File: src/hw/rtl/qtt_pkg.sv
// ----------------------------------------------------------------------------
// qtt_pkg
// types and constants of the quorum transaction tracker
// ----------------------------------------------------------------------------
package qtt_pkg;

   localparam int ID_W        = 16;
   localparam int OP_W        = 2;
   localparam int TICK_W      = 16;
   localparam int CNT_W       = 3;
   localparam int TIMEOUT_W   = 8;
   localparam int MAX_RESULTS = 16;
   localparam int POP_W       = $clog2(MAX_RESULTS);

   localparam logic [CNT_W-1:0]     REPLICAS      = 3'd3;
   localparam logic [CNT_W-1:0]     QUORUM        = 3'd2;
   localparam logic [CNT_W-1:0]     COUNT_MAX     = 3'd7;
   localparam logic [TIMEOUT_W-1:0] TIMEOUT_RESET = 8'd10;
   localparam logic [POP_W-1:0]     LAST_POP      = POP_W'(MAX_RESULTS - 1);

   typedef enum logic [1:0] {
      CMD_OPEN  = 2'd0,
      CMD_REPLY = 2'd1,
      CMD_TICK  = 2'd2
   } qtt_command_type;

   typedef enum logic [1:0] {
      ST_SUCCESS    = 2'd0,
      ST_REPLY_FAIL = 2'd1,
      ST_TIMEOUT    = 2'd2,
      ST_FULL       = 2'd3
   } qtt_status_type;

   typedef enum logic {
      S_IDLE = 1'b0,
      S_SCAN = 1'b1
   } qtt_state_type;

   // controller to datapath
   typedef struct packed {
      logic do_open;
      logic do_reply;
      logic do_tick;
      logic do_pop;
      logic load_reject;
   } qtt_cmd_type;

   // datapath to controller
   typedef struct packed {
      logic id_hit;
      logic table_full;
      logic retire_any;
      logic pop_last;
   } qtt_stat_type;

endpackage

File: src/hw/rtl/qtt_req_if.sv
// ----------------------------------------------------------------------------
// qtt_req_if
// request channel: open, reply and tick items
// ----------------------------------------------------------------------------
interface qtt_req_if;
   logic        valid;
   logic        ready;
   logic [1:0]  command;
   logic [15:0] trans_id;
   logic [1:0]  op_type;
   logic        reply_ok;

   modport source (output valid, command, trans_id, op_type, reply_ok, input ready);
   modport sink   (input valid, command, trans_id, op_type, reply_ok, output ready);
endinterface

File: src/hw/rtl/qtt_rsp_if.sv
// ----------------------------------------------------------------------------
// qtt_rsp_if
// response channel: retired or rejected transactions
// ----------------------------------------------------------------------------
interface qtt_rsp_if;
   logic        valid;
   logic        ready;
   logic [15:0] done_id;
   logic [1:0]  done_op;
   logic [1:0]  status;
   logic        last;

   modport source (output valid, done_id, done_op, status, last, input ready);
   modport sink   (input valid, done_id, done_op, status, last, output ready);
endinterface

File: src/hw/rtl/quorum_transaction_tracker.sv
// ----------------------------------------------------------------------------
// quorum_transaction_tracker
// table of outstanding three-replica transactions with quorum retirement
// ----------------------------------------------------------------------------
//  channel   direction  handshake        payload
//  req_if    in         valid / ready    command, trans_id, op_type, reply_ok
//  rsp_if    out        valid / ready    done_id, done_op, status, last
//  csr       in         wr_en            wr_data (timeout_ticks)
//
//  the id match of open and reply over the whole table is parallel.
//  a tick snapshots the retire mask; the scan then retires at most 16 entries,
//  stepping through the snapshot retire mask one entry per cycle.
//  results leave through one output register; a held result stalls the scan,
//  and a new item is taken while the last result waits if the register frees.
//  reset is synchronous and clears the table valid bits at once.
// ----------------------------------------------------------------------------
module quorum_transaction_tracker #(
   parameter int TABLE_DEPTH = 16
) (
   input  logic         clock,
   input  logic         reset,
   qtt_req_if.sink      req_if,
   qtt_rsp_if.source    rsp_if,
   input  logic         csr_wr_en,
   input  logic [7:0]   csr_wr_data
);
   import qtt_pkg::*;

   qtt_cmd_type  cmd;
   qtt_stat_type stat;

   qtt_ctrl u_ctrl (
      .clock       (clock),
      .reset       (reset),
      .req_valid   (req_if.valid),
      .req_command (req_if.command),
      .req_ready   (req_if.ready),
      .rsp_valid   (rsp_if.valid),
      .rsp_ready   (rsp_if.ready),
      .stat        (stat),
      .cmd         (cmd)
   );

   qtt_datapath #(
      .TABLE_DEPTH (TABLE_DEPTH)
   ) u_datapath (
      .clock        (clock),
      .reset        (reset),
      .cmd          (cmd),
      .stat         (stat),
      .req_trans_id (req_if.trans_id),
      .req_op_type  (req_if.op_type),
      .req_reply_ok (req_if.reply_ok),
      .csr_wr_en    (csr_wr_en),
      .csr_wr_data  (csr_wr_data),
      .rsp_done_id  (rsp_if.done_id),
      .rsp_done_op  (rsp_if.done_op),
      .rsp_status   (rsp_if.status),
      .rsp_last     (rsp_if.last)
   );

endmodule

File: src/hw/rtl/qtt_ctrl.sv
// ----------------------------------------------------------------------------
// qtt_ctrl
// controller: accepts items, sequences the retirement scan, owns rsp valid
// ----------------------------------------------------------------------------
module qtt_ctrl (
   input  logic                 clock,
   input  logic                 reset,
   input  logic                 req_valid,
   input  logic [1:0]           req_command,
   output logic                 req_ready,
   output logic                 rsp_valid,
   input  logic                 rsp_ready,
   input  qtt_pkg::qtt_stat_type stat,
   output qtt_pkg::qtt_cmd_type  cmd
);
   import qtt_pkg::*;

   qtt_state_type state_ff, state_in;
   logic          rsp_valid_ff, rsp_valid_in;
   logic          out_free;
   logic          accept;

   always_ff @(posedge clock) begin
      if (reset) begin
         state_ff     <= S_IDLE;
         rsp_valid_ff <= 1'b0;
      end else begin
         state_ff     <= state_in;
         rsp_valid_ff <= rsp_valid_in;
      end
   end

   always_comb begin
      state_in  = state_ff;
      cmd       = '0;
      req_ready = 1'b0;
      accept    = 1'b0;
      // output register can take a new item this cycle
      out_free  = !rsp_valid_ff || rsp_ready;

      unique case (state_ff)
         S_IDLE: begin
            req_ready = out_free;
            accept    = req_valid && out_free;
            if (accept) begin
               unique case (req_command)
                  CMD_OPEN: begin
                     cmd.do_open     = 1'b1;
                     cmd.load_reject = !stat.id_hit && stat.table_full;
                  end
                  CMD_REPLY: begin
                     cmd.do_reply = 1'b1;
                  end
                  CMD_TICK: begin
                     cmd.do_tick = 1'b1;
                     if (stat.retire_any) begin
                        state_in = S_SCAN;
                     end
                  end
                  default: begin
                  end
               endcase
            end
         end
         S_SCAN: begin
            if (out_free) begin
               cmd.do_pop = 1'b1;
               if (stat.pop_last) begin
                  state_in = S_IDLE;
               end
            end
         end
         default: begin
            state_in = S_IDLE;
         end
      endcase

      if (cmd.load_reject || cmd.do_pop) begin
         rsp_valid_in = 1'b1;
      end else if (rsp_ready) begin
         rsp_valid_in = 1'b0;
      end else begin
         rsp_valid_in = rsp_valid_ff;
      end
   end

   assign rsp_valid = rsp_valid_ff;

endmodule

File: src/hw/rtl/qtt_datapath.sv
// ----------------------------------------------------------------------------
// qtt_datapath
// transaction table, id match, quorum judges, retire mask and output register
// ----------------------------------------------------------------------------
module qtt_datapath #(
   parameter int TABLE_DEPTH = 16
) (
   input  logic                 clock,
   input  logic                 reset,
   input  qtt_pkg::qtt_cmd_type  cmd,
   output qtt_pkg::qtt_stat_type stat,
   input  logic [15:0]          req_trans_id,
   input  logic [1:0]           req_op_type,
   input  logic                 req_reply_ok,
   input  logic                 csr_wr_en,
   input  logic [7:0]           csr_wr_data,
   output logic [15:0]          rsp_done_id,
   output logic [1:0]           rsp_done_op,
   output logic [1:0]           rsp_status,
   output logic                 rsp_last
);
   import qtt_pkg::*;

   localparam int IDX_W = $clog2(TABLE_DEPTH);

   // table
   logic [TABLE_DEPTH-1:0] valid_ff, valid_in;
   logic [ID_W-1:0]        id_ff        [TABLE_DEPTH];
   logic [OP_W-1:0]        op_ff        [TABLE_DEPTH];
   logic [TICK_W-1:0]      stamp_ff     [TABLE_DEPTH];
   logic [CNT_W-1:0]       replies_ff   [TABLE_DEPTH];
   logic [CNT_W-1:0]       successes_ff [TABLE_DEPTH];
   logic [CNT_W-1:0]       replies_in   [TABLE_DEPTH];
   logic [CNT_W-1:0]       successes_in [TABLE_DEPTH];

   logic [TICK_W-1:0]      now_ff, now_in;
   logic [TIMEOUT_W-1:0]   timeout_ff, timeout_in;

   // scan state, snapshot taken when a tick is accepted
   logic [TABLE_DEPTH-1:0] mask_ff, mask_in;
   logic [1:0]             judge_st_ff [TABLE_DEPTH];
   logic [POP_W-1:0]       pop_cnt_ff, pop_cnt_in;

   // output register
   logic [ID_W-1:0]        out_id_ff, out_id_in;
   logic [OP_W-1:0]        out_op_ff, out_op_in;
   logic [1:0]             out_st_ff, out_st_in;
   logic                   out_last_ff, out_last_in;

   // lookups
   logic [TABLE_DEPTH-1:0] hit;
   logic [TABLE_DEPTH-1:0] free_oh;
   logic [TABLE_DEPTH-1:0] retire;
   logic [1:0]             judge_st [TABLE_DEPTH];
   logic [TICK_W-1:0]      age      [TABLE_DEPTH];
   logic [TABLE_DEPTH-1:0] pick;
   logic [IDX_W-1:0]       pick_idx;
   logic                   store_open;
   logic                   id_hit;
   logic                   table_full;
   logic                   retire_any;
   logic                   pop_last;

   always_ff @(posedge clock) begin
      if (reset) begin
         valid_ff   <= '0;
         now_ff     <= '0;
         timeout_ff <= TIMEOUT_RESET;
         mask_ff    <= '0;
         pop_cnt_ff <= '0;
      end else begin
         valid_ff   <= valid_in;
         now_ff     <= now_in;
         timeout_ff <= timeout_in;
         mask_ff    <= mask_in;
         pop_cnt_ff <= pop_cnt_in;
      end
   end

   always_ff @(posedge clock) begin
      for (int i = 0; i < TABLE_DEPTH; i++) begin
         if (store_open && free_oh[i]) begin
            id_ff[i]    <= req_trans_id;
            op_ff[i]    <= req_op_type;
            stamp_ff[i] <= now_ff;
         end
         replies_ff[i]   <= replies_in[i];
         successes_ff[i] <= successes_in[i];
         if (cmd.do_tick) begin
            judge_st_ff[i] <= judge_st[i];
         end
      end
      out_id_ff   <= out_id_in;
      out_op_ff   <= out_op_in;
      out_st_ff   <= out_st_in;
      out_last_ff <= out_last_in;
   end

   // id match and lowest free slot
   always_comb begin
      for (int i = 0; i < TABLE_DEPTH; i++) begin
         hit[i] = valid_ff[i] && (id_ff[i] == req_trans_id);
      end
      free_oh    = ~valid_ff & (valid_ff + TABLE_DEPTH'(1));
      id_hit     = |hit;
      table_full = &valid_ff;
      store_open = cmd.do_open && !id_hit && !table_full;
   end

   // quorum rules per entry, in their order of precedence
   always_comb begin
      for (int i = 0; i < TABLE_DEPTH; i++) begin
         age[i]      = now_ff - stamp_ff[i];
         retire[i]   = valid_ff[i];
         judge_st[i] = ST_SUCCESS;
         priority if (replies_ff[i] == REPLICAS && successes_ff[i] >= QUORUM) begin
            judge_st[i] = ST_SUCCESS;
         end else if (replies_ff[i] != REPLICAS && successes_ff[i] == QUORUM) begin
            judge_st[i] = ST_SUCCESS;
         end else if (replies_ff[i] == REPLICAS) begin
            judge_st[i] = ST_REPLY_FAIL;
         end else if (replies_ff[i] >= successes_ff[i] &&
                      (replies_ff[i] - successes_ff[i]) == QUORUM) begin
            judge_st[i] = ST_REPLY_FAIL;
         end else if (age[i] > TICK_W'(timeout_ff)) begin
            judge_st[i] = ST_TIMEOUT;
         end else begin
            retire[i] = 1'b0;
         end
      end
      retire_any = |retire;
   end

   // next retirement in slot order
   always_comb begin
      pick     = mask_ff & (~mask_ff + TABLE_DEPTH'(1));
      pick_idx = '0;
      for (int i = 0; i < TABLE_DEPTH; i++) begin
         if (pick[i]) begin
            pick_idx = pick_idx | IDX_W'(i);
         end
      end
      pop_last = ((mask_ff & ~pick) == '0) || (pop_cnt_ff == LAST_POP);
   end

   assign stat.id_hit     = id_hit;
   assign stat.table_full = table_full;
   assign stat.retire_any = retire_any;
   assign stat.pop_last   = pop_last;

   always_comb begin
      valid_in    = valid_ff;
      now_in      = now_ff;
      timeout_in  = timeout_ff;
      mask_in     = mask_ff;
      pop_cnt_in  = pop_cnt_ff;
      out_id_in   = out_id_ff;
      out_op_in   = out_op_ff;
      out_st_in   = out_st_ff;
      out_last_in = out_last_ff;

      for (int i = 0; i < TABLE_DEPTH; i++) begin
         replies_in[i]   = replies_ff[i];
         successes_in[i] = successes_ff[i];
         if (store_open && free_oh[i]) begin
            replies_in[i]   = '0;
            successes_in[i] = '0;
         end else if (cmd.do_reply && hit[i]) begin
            if (replies_ff[i] != COUNT_MAX) begin
               replies_in[i] = replies_ff[i] + CNT_W'(1);
            end
            if (req_reply_ok && successes_ff[i] != COUNT_MAX) begin
               successes_in[i] = successes_ff[i] + CNT_W'(1);
            end
         end
      end

      if (csr_wr_en) begin
         timeout_in = csr_wr_data;
      end

      if (store_open) begin
         valid_in = valid_ff | free_oh;
      end

      if (cmd.do_tick) begin
         mask_in    = retire;
         pop_cnt_in = '0;
         now_in     = now_ff + TICK_W'(1);
      end

      if (cmd.load_reject) begin
         out_id_in   = req_trans_id;
         out_op_in   = req_op_type;
         out_st_in   = ST_FULL;
         out_last_in = 1'b1;
      end

      if (cmd.do_pop) begin
         valid_in    = valid_ff & ~pick;
         mask_in     = mask_ff & ~pick;
         pop_cnt_in  = pop_cnt_ff + POP_W'(1);
         out_id_in   = id_ff[pick_idx];
         out_op_in   = op_ff[pick_idx];
         out_st_in   = judge_st_ff[pick_idx];
         out_last_in = pop_last;
      end
   end

   assign rsp_done_id = out_id_ff;
   assign rsp_done_op = out_op_ff;
   assign rsp_status  = out_st_ff;
   assign rsp_last    = out_last_ff;

endmodule

File: src/flat_wrapper.sv
// flat-port wrapper written by rule: the top's interface ports become plain ports
module quorum_transaction_tracker_flat import qtt_pkg::*;
#(
   parameter int TABLE_DEPTH = 16
)
  (clock, reset, csr_wr_en, csr_wr_data, req_if_valid, req_if_command, req_if_trans_id, req_if_op_type, req_if_reply_ok, req_if_ready, rsp_if_valid, rsp_if_done_id, rsp_if_done_op, rsp_if_status, rsp_if_last, rsp_if_ready);
  qtt_req_if req_if_i ();
  qtt_rsp_if rsp_if_i ();
  input  logic clock;
  input  logic reset;
  input  logic csr_wr_en;
  input  logic [7:0] csr_wr_data;
  input wire logic [$bits(req_if_i.valid)-1:0] req_if_valid;
  input wire logic [$bits(req_if_i.command)-1:0] req_if_command;
  input wire logic [$bits(req_if_i.trans_id)-1:0] req_if_trans_id;
  input wire logic [$bits(req_if_i.op_type)-1:0] req_if_op_type;
  input wire logic [$bits(req_if_i.reply_ok)-1:0] req_if_reply_ok;
  output wire logic [$bits(req_if_i.ready)-1:0] req_if_ready;
  output wire logic [$bits(rsp_if_i.valid)-1:0] rsp_if_valid;
  output wire logic [$bits(rsp_if_i.done_id)-1:0] rsp_if_done_id;
  output wire logic [$bits(rsp_if_i.done_op)-1:0] rsp_if_done_op;
  output wire logic [$bits(rsp_if_i.status)-1:0] rsp_if_status;
  output wire logic [$bits(rsp_if_i.last)-1:0] rsp_if_last;
  input wire logic [$bits(rsp_if_i.ready)-1:0] rsp_if_ready;
  assign req_if_i.valid = req_if_valid;
  assign req_if_i.command = req_if_command;
  assign req_if_i.trans_id = req_if_trans_id;
  assign req_if_i.op_type = req_if_op_type;
  assign req_if_i.reply_ok = req_if_reply_ok;
  assign req_if_ready = req_if_i.ready;
  assign rsp_if_valid = rsp_if_i.valid;
  assign rsp_if_done_id = rsp_if_i.done_id;
  assign rsp_if_done_op = rsp_if_i.done_op;
  assign rsp_if_status = rsp_if_i.status;
  assign rsp_if_last = rsp_if_i.last;
  assign rsp_if_i.ready = rsp_if_ready;
  quorum_transaction_tracker #(.TABLE_DEPTH(TABLE_DEPTH)) u_core (.clock(clock), .reset(reset), .req_if(req_if_i), .rsp_if(rsp_if_i), .csr_wr_en(csr_wr_en), .csr_wr_data(csr_wr_data));
endmodule
File: config.mk
export PLATFORM = sky130hd
export DESIGN_NAME = quorum_transaction_tracker_flat
export DESIGN_NICKNAME = d
export VERILOG_FILES = /design/src/hw/rtl/qtt_pkg.sv /design/src/hw/rtl/qtt_req_if.sv /design/src/hw/rtl/qtt_rsp_if.sv /design/src/hw/rtl/quorum_transaction_tracker.sv /design/src/hw/rtl/qtt_ctrl.sv /design/src/hw/rtl/qtt_datapath.sv /design/src/flat_wrapper.sv
export SDC_FILE = /design/constraint.sdc
export NUM_CORES = 2
export LEC_CHECK = 0
export BUFFER_PORTS_ARGS = -buffer_cell sky130_fd_sc_hd__buf_2
export CORE_ASPECT_RATIO = 1.75
export CORE_MARGIN = 5
export CORE_UTILIZATION = 45
export DETAILED_ROUTE_END_ITERATION = 12
export GPL_TIMING_DRIVEN = 0
export PLACE_DENSITY = 0.62
export SLEW_MARGIN = 15
export SYNTH_ARGS = -nofsm -noshare
export SYNTH_HDL_FRONTEND = slang
export SYNTH_SLANG_ARGS = --single-unit
export TNS_END_PERCENT = 20
File: constraint.sdc
create_clock -name clock -period 6.15 [get_ports clock]
set_input_delay 1.23 -clock clock [delete_from_list [all_inputs] [get_ports clock]]
set_output_delay 1.23 -clock clock [all_outputs]
set_load 0.01 [all_outputs]
==> impl_results.md <==
- Outcome: complete, but fails checks
- Failing checks: negative setup slack
- Gr usage total: 27.7%
- Most common cell in the netlist: edfxtp_1
- Worst Setup Start Kind: input pin
- Routed Wire Length: 167000 um
- Clk pwr share: 44.0%
- Setup tns final: -1.61 ns
- Area of the multi-input gates: 26400 um^2
- Hold path cells: 2
- Reg clk slew, reported paths: 0.06 ns
- Area Growth Syn to Fin: 11.6%
- Data arrival time of the worst path: 6.59 ns
- Synth Instances: 5018
- HP Class: reg -> reg
- Yosys top cell by area: edfxtp_1
- Initial drt markers: approximately 2600
- Max Cap Violations: 0
- Max Root-Sink Buffers: 3
- Final ANT Viol Nets: 0
- Sink Count: between 700 and 800
- Distinct cells, synth: 96
- Synth top cells by count: edfxtp_1, nand2_1, ha_1
- Design Area, Final: ~55000 um^2
- Adder-cell area share of the yosys netlist: 13.7%
- Tightest Pin Transition: 1.24 ns
- Residual DRC count: 0
- EDFF count, synth: roughly 600
- Worst min-delay path startpoint: u_core.u_datapath.timeout_ff[2]$_SDFFE_PP0P_
- Async SR Flop Fraction: 0%
- Net Sw Frac: 23.3%
- Largest family of logic cells by synthesized area: simple AND/OR/NAND/NOR gates
- Hold-critical path endpoint: u_core.u_datapath.timeout_ff[2]$_SDFFE_PP0P_
- Mapped Area: 49500 um^2
- Placement Cell Area: 52600 um^2
- Net count, final: ~5800
- Flop pwr share: 50.4%
- Initial core utilization: a little under half
- PD cells: ~200 nW/um^2
- NetSw: 0.00255 W
- Post-synth top flop: edfxtp_1
- VDD IR max: roughly 0.22 mV
- Hold-fix buffers, CTS: 0
- Final Hold Fails: 0
- RSZ-0062 raised after global routing: false
- Worst Path Max Fanout: 17
- Simple-gate share of the synthesized area: 16.2%
- Lkg Pwr: 22.9 nW
- Drt wl/cell: between 20 and 25 um
- Gr ovfl total: 0
- Number of global-route vias before repair: about 40000
- Total nets after synthesis: 5582
- H-tree levels: 3
- Register Area: 21100 um^2
- Buffers added on ports: 55
- Global-route wire length before repair: 243000 um
- Xor/xnor cell area share of the yosys netlist: 8.06%
- CP endpoint kind: flop
- Final period util: 101%
- R2r endpoint: u_core.u_ctrl.state_ff$_SDFF_PP0_
- Final WS setup: -0.0593 ns
- R2R Setup Slk: 0.38 ns
- Power, Total: 0.0109 W
- Worst-skew pair later-pin latency: 0.69 ns
- Period minus WS final: 6.21 ns
- Cell Rows: 161
- Initial antenna violation count: 2
- FF+latch count, synth: 755
- Proportion of synthesized area in mux cells: 1.83%
- DIE AREA: 117000 um^2
- Via count: 39900
- Core Area: 110000 um^2
- Vias per inst: between 5 and 6
- Total iterations of the first detailed-routing run: 6
- Synth warn: 0
- CP Class: in -> reg
- Largest net degree at the start of global routing: 41
- R2R cell count: 19
- Fmax: between 150 and 200 MHz
- Clock tree from TritonCTS: yes
- Worst clock skew: 0.0389 ns
- Seq/Total Area, Yosys: 42.6%
- Die height: 449 um
- Critical register-to-register path startpoint: u_core.u_datapath.now_ff[0]$_SDFFE_PP0P_
- Io pins: 57
- Mean Syn Cell Area: slightly below 10 um^2
- Synth top area cells: edfxtp_1, ha_1, dfxtp_1
- Dpl hpwl: 123000 um
- Num CTS Buffers: 73
- Die Width: 261 um
- Gp weighted congestion: 1.05
- Fin. max-slew vios: 0
- Root Driver: clkbuf_16
- Share of layout cells above drive strength 1: around 7.6%
- Slew margin rel.: between 10% and 20%
- Yosys top cell area share: 36.2%
- CP Data Required Time: 6.53 ns
- Fillers: 10200
- Gate power share: 5.6%
- Utilization after layout: 50.4%
- # setup viols final: 47
- Complex-gate fraction of the synthesized area: 13.3%
- P_int: 0.00840 W
[layer usage]
layer	GRT usage (%)	wire (um)	vias to the layer above
met4	23.4	17400	2
met2	50.8	85900	1445
li1	-	-	18500
met3	4.34	8530	637
met1	26.7	55100	19300
met5	0	8	-
[flip-flops by register name, summed over array words and instances, names as in the netlist]
register	flops
u_core.u_datapath.now_ff	16
u_core.u_ctrl.rsp_valid	1
u_core.u_datapath.mask_ff	16
u_core.u_datapath.judge_st_ff	32
u_core.u_datapath.id_ff	256
u_core.u_datapath.rsp_done_op	2
u_core.u_datapath.valid_ff	16
u_core.u_ctrl.state_ff	1
u_core.u_datapath.rsp_done_id	16
u_core.u_datapath.rsp_status	2
u_core.u_datapath.pop_cnt_ff	4
u_core.u_datapath.op_ff	32
u_core.u_datapath.timeout_ff	8
u_core.u_datapath.replies_ff	48
u_core.u_datapath.stamp_ff	256
u_core.u_datapath.rsp_last	1
u_core.u_datapath.successes_ff	48
[how the worst max path moves through the flow]
stage                        from                                           to  slack (ns)  depth (start not counted)
2_1_floorplan  req_if_trans_id[6]     u_core.u_datapath.id_ff[11][0]$_DFFE_PP_        0.24                          9
3_3_place_gp   req_if_trans_id[5]  u_core.u_datapath.stamp_ff[1][58]$_DFFE_PP_       -4.76                         10
3_5_place_dp   req_if_trans_id[5]  u_core.u_datapath.stamp_ff[0][32]$_DFFE_PP_       -1.04                         13
4_1_cts        req_if_trans_id[6]  u_core.u_datapath.stamp_ff[1][16]$_DFFE_PP_        0.16                         13
5_1_grt        req_if_trans_id[0]  u_core.u_datapath.stamp_ff[1][16]$_DFFE_PP_        0.07                         14
6_report       req_if_trans_id[0]      u_core.u_datapath.op_ff[5][1]$_DFFE_PP_       -0.06                         15
[cell families (layout without fill, tap and decap cells)]
family | Yosys count | after routing
fa+ha+maj | 533 | 533
xor+xnor | 454 | 454
simple gates | 1654 | 1654
flops | 755 | 755
buf+inv | 539 | 793
other cells | 0 | 1
mux | 86 | 86
compound gates | 997 | 997
[power groups by stage]
stage          Sequential (W)  Clock [W]  Combinational [W]
6_report              0.00552    0.00481           0.000616
5_1_grt               0.00552    0.00506           0.000662
4_1_cts               0.00552    0.00489           0.000607
3_5_place_dp          0.00563          0           0.000601
3_3_place_gp          0.00564          0           0.000579
2_1_floorplan         0.00562          0           0.000348
[placed cells by master, fill, tap and decap left out, drive strengths merged, types with 60 or more instances in the layout]
cell type  instances
a21o              76
a21oi            262
a311oi            67
and3              84
buf              181
clkbuf           195
dfxtp            158
edfxtp           597
ha               514
inv              391
nand2            578
nand3            132
nand4             95
nor2             364
nor2b             63
nor3              60
o21ai            197
xnor2            338
xor2             116
[area by class of cell]
cell class	instances	share of cell area [%]
Tap cell	1467	3.33
Clock buffer	108	3.99
Inverter	390	2.66
Multi-Input combinational cell	3724	47.8
Antenna cell	1	0.00453
Sequential cell	755	38.3
Timing Repair Buffer	119	2.22
Buffer	149	1.23
Clock inverter	27	0.512
[worst max-delay path, stage by stage]
cell	delay (ns)
buf_2	0.49
buf_2	0.59
buf_4	0.47
xnor2_1	0.11
nand3_1	0.08
nor3_1	0.05
nand4_1	0.44
nand4_1	0.53
nor4_2	0.56
nand2_1	0.24
a31oi_4	0.41
nand3_1	0.39
nor4_4	0.52
buf_6	0.23
buf_6	0.18
[per-stage QoR]
stage                     std cells  setup WS (ns)  hold slack, ns
after floorplan                5018          0.238           0.452
after global placement         6540          -4.76           0.472
final                          6740        -0.0593           0.504
after global routing           6740         0.0727           0.511
after CTS                      6739          0.159           0.496
after detailed placement       6594          -1.04           0.486
[what timing repair did]
item                                    CTS  global route
endpoints found under the setup margin  237             0
hold endpoints to repair                  0             0
resized for setup                         5             0
setup buffers                            10             0
Power figures use the tool's default switching activity.
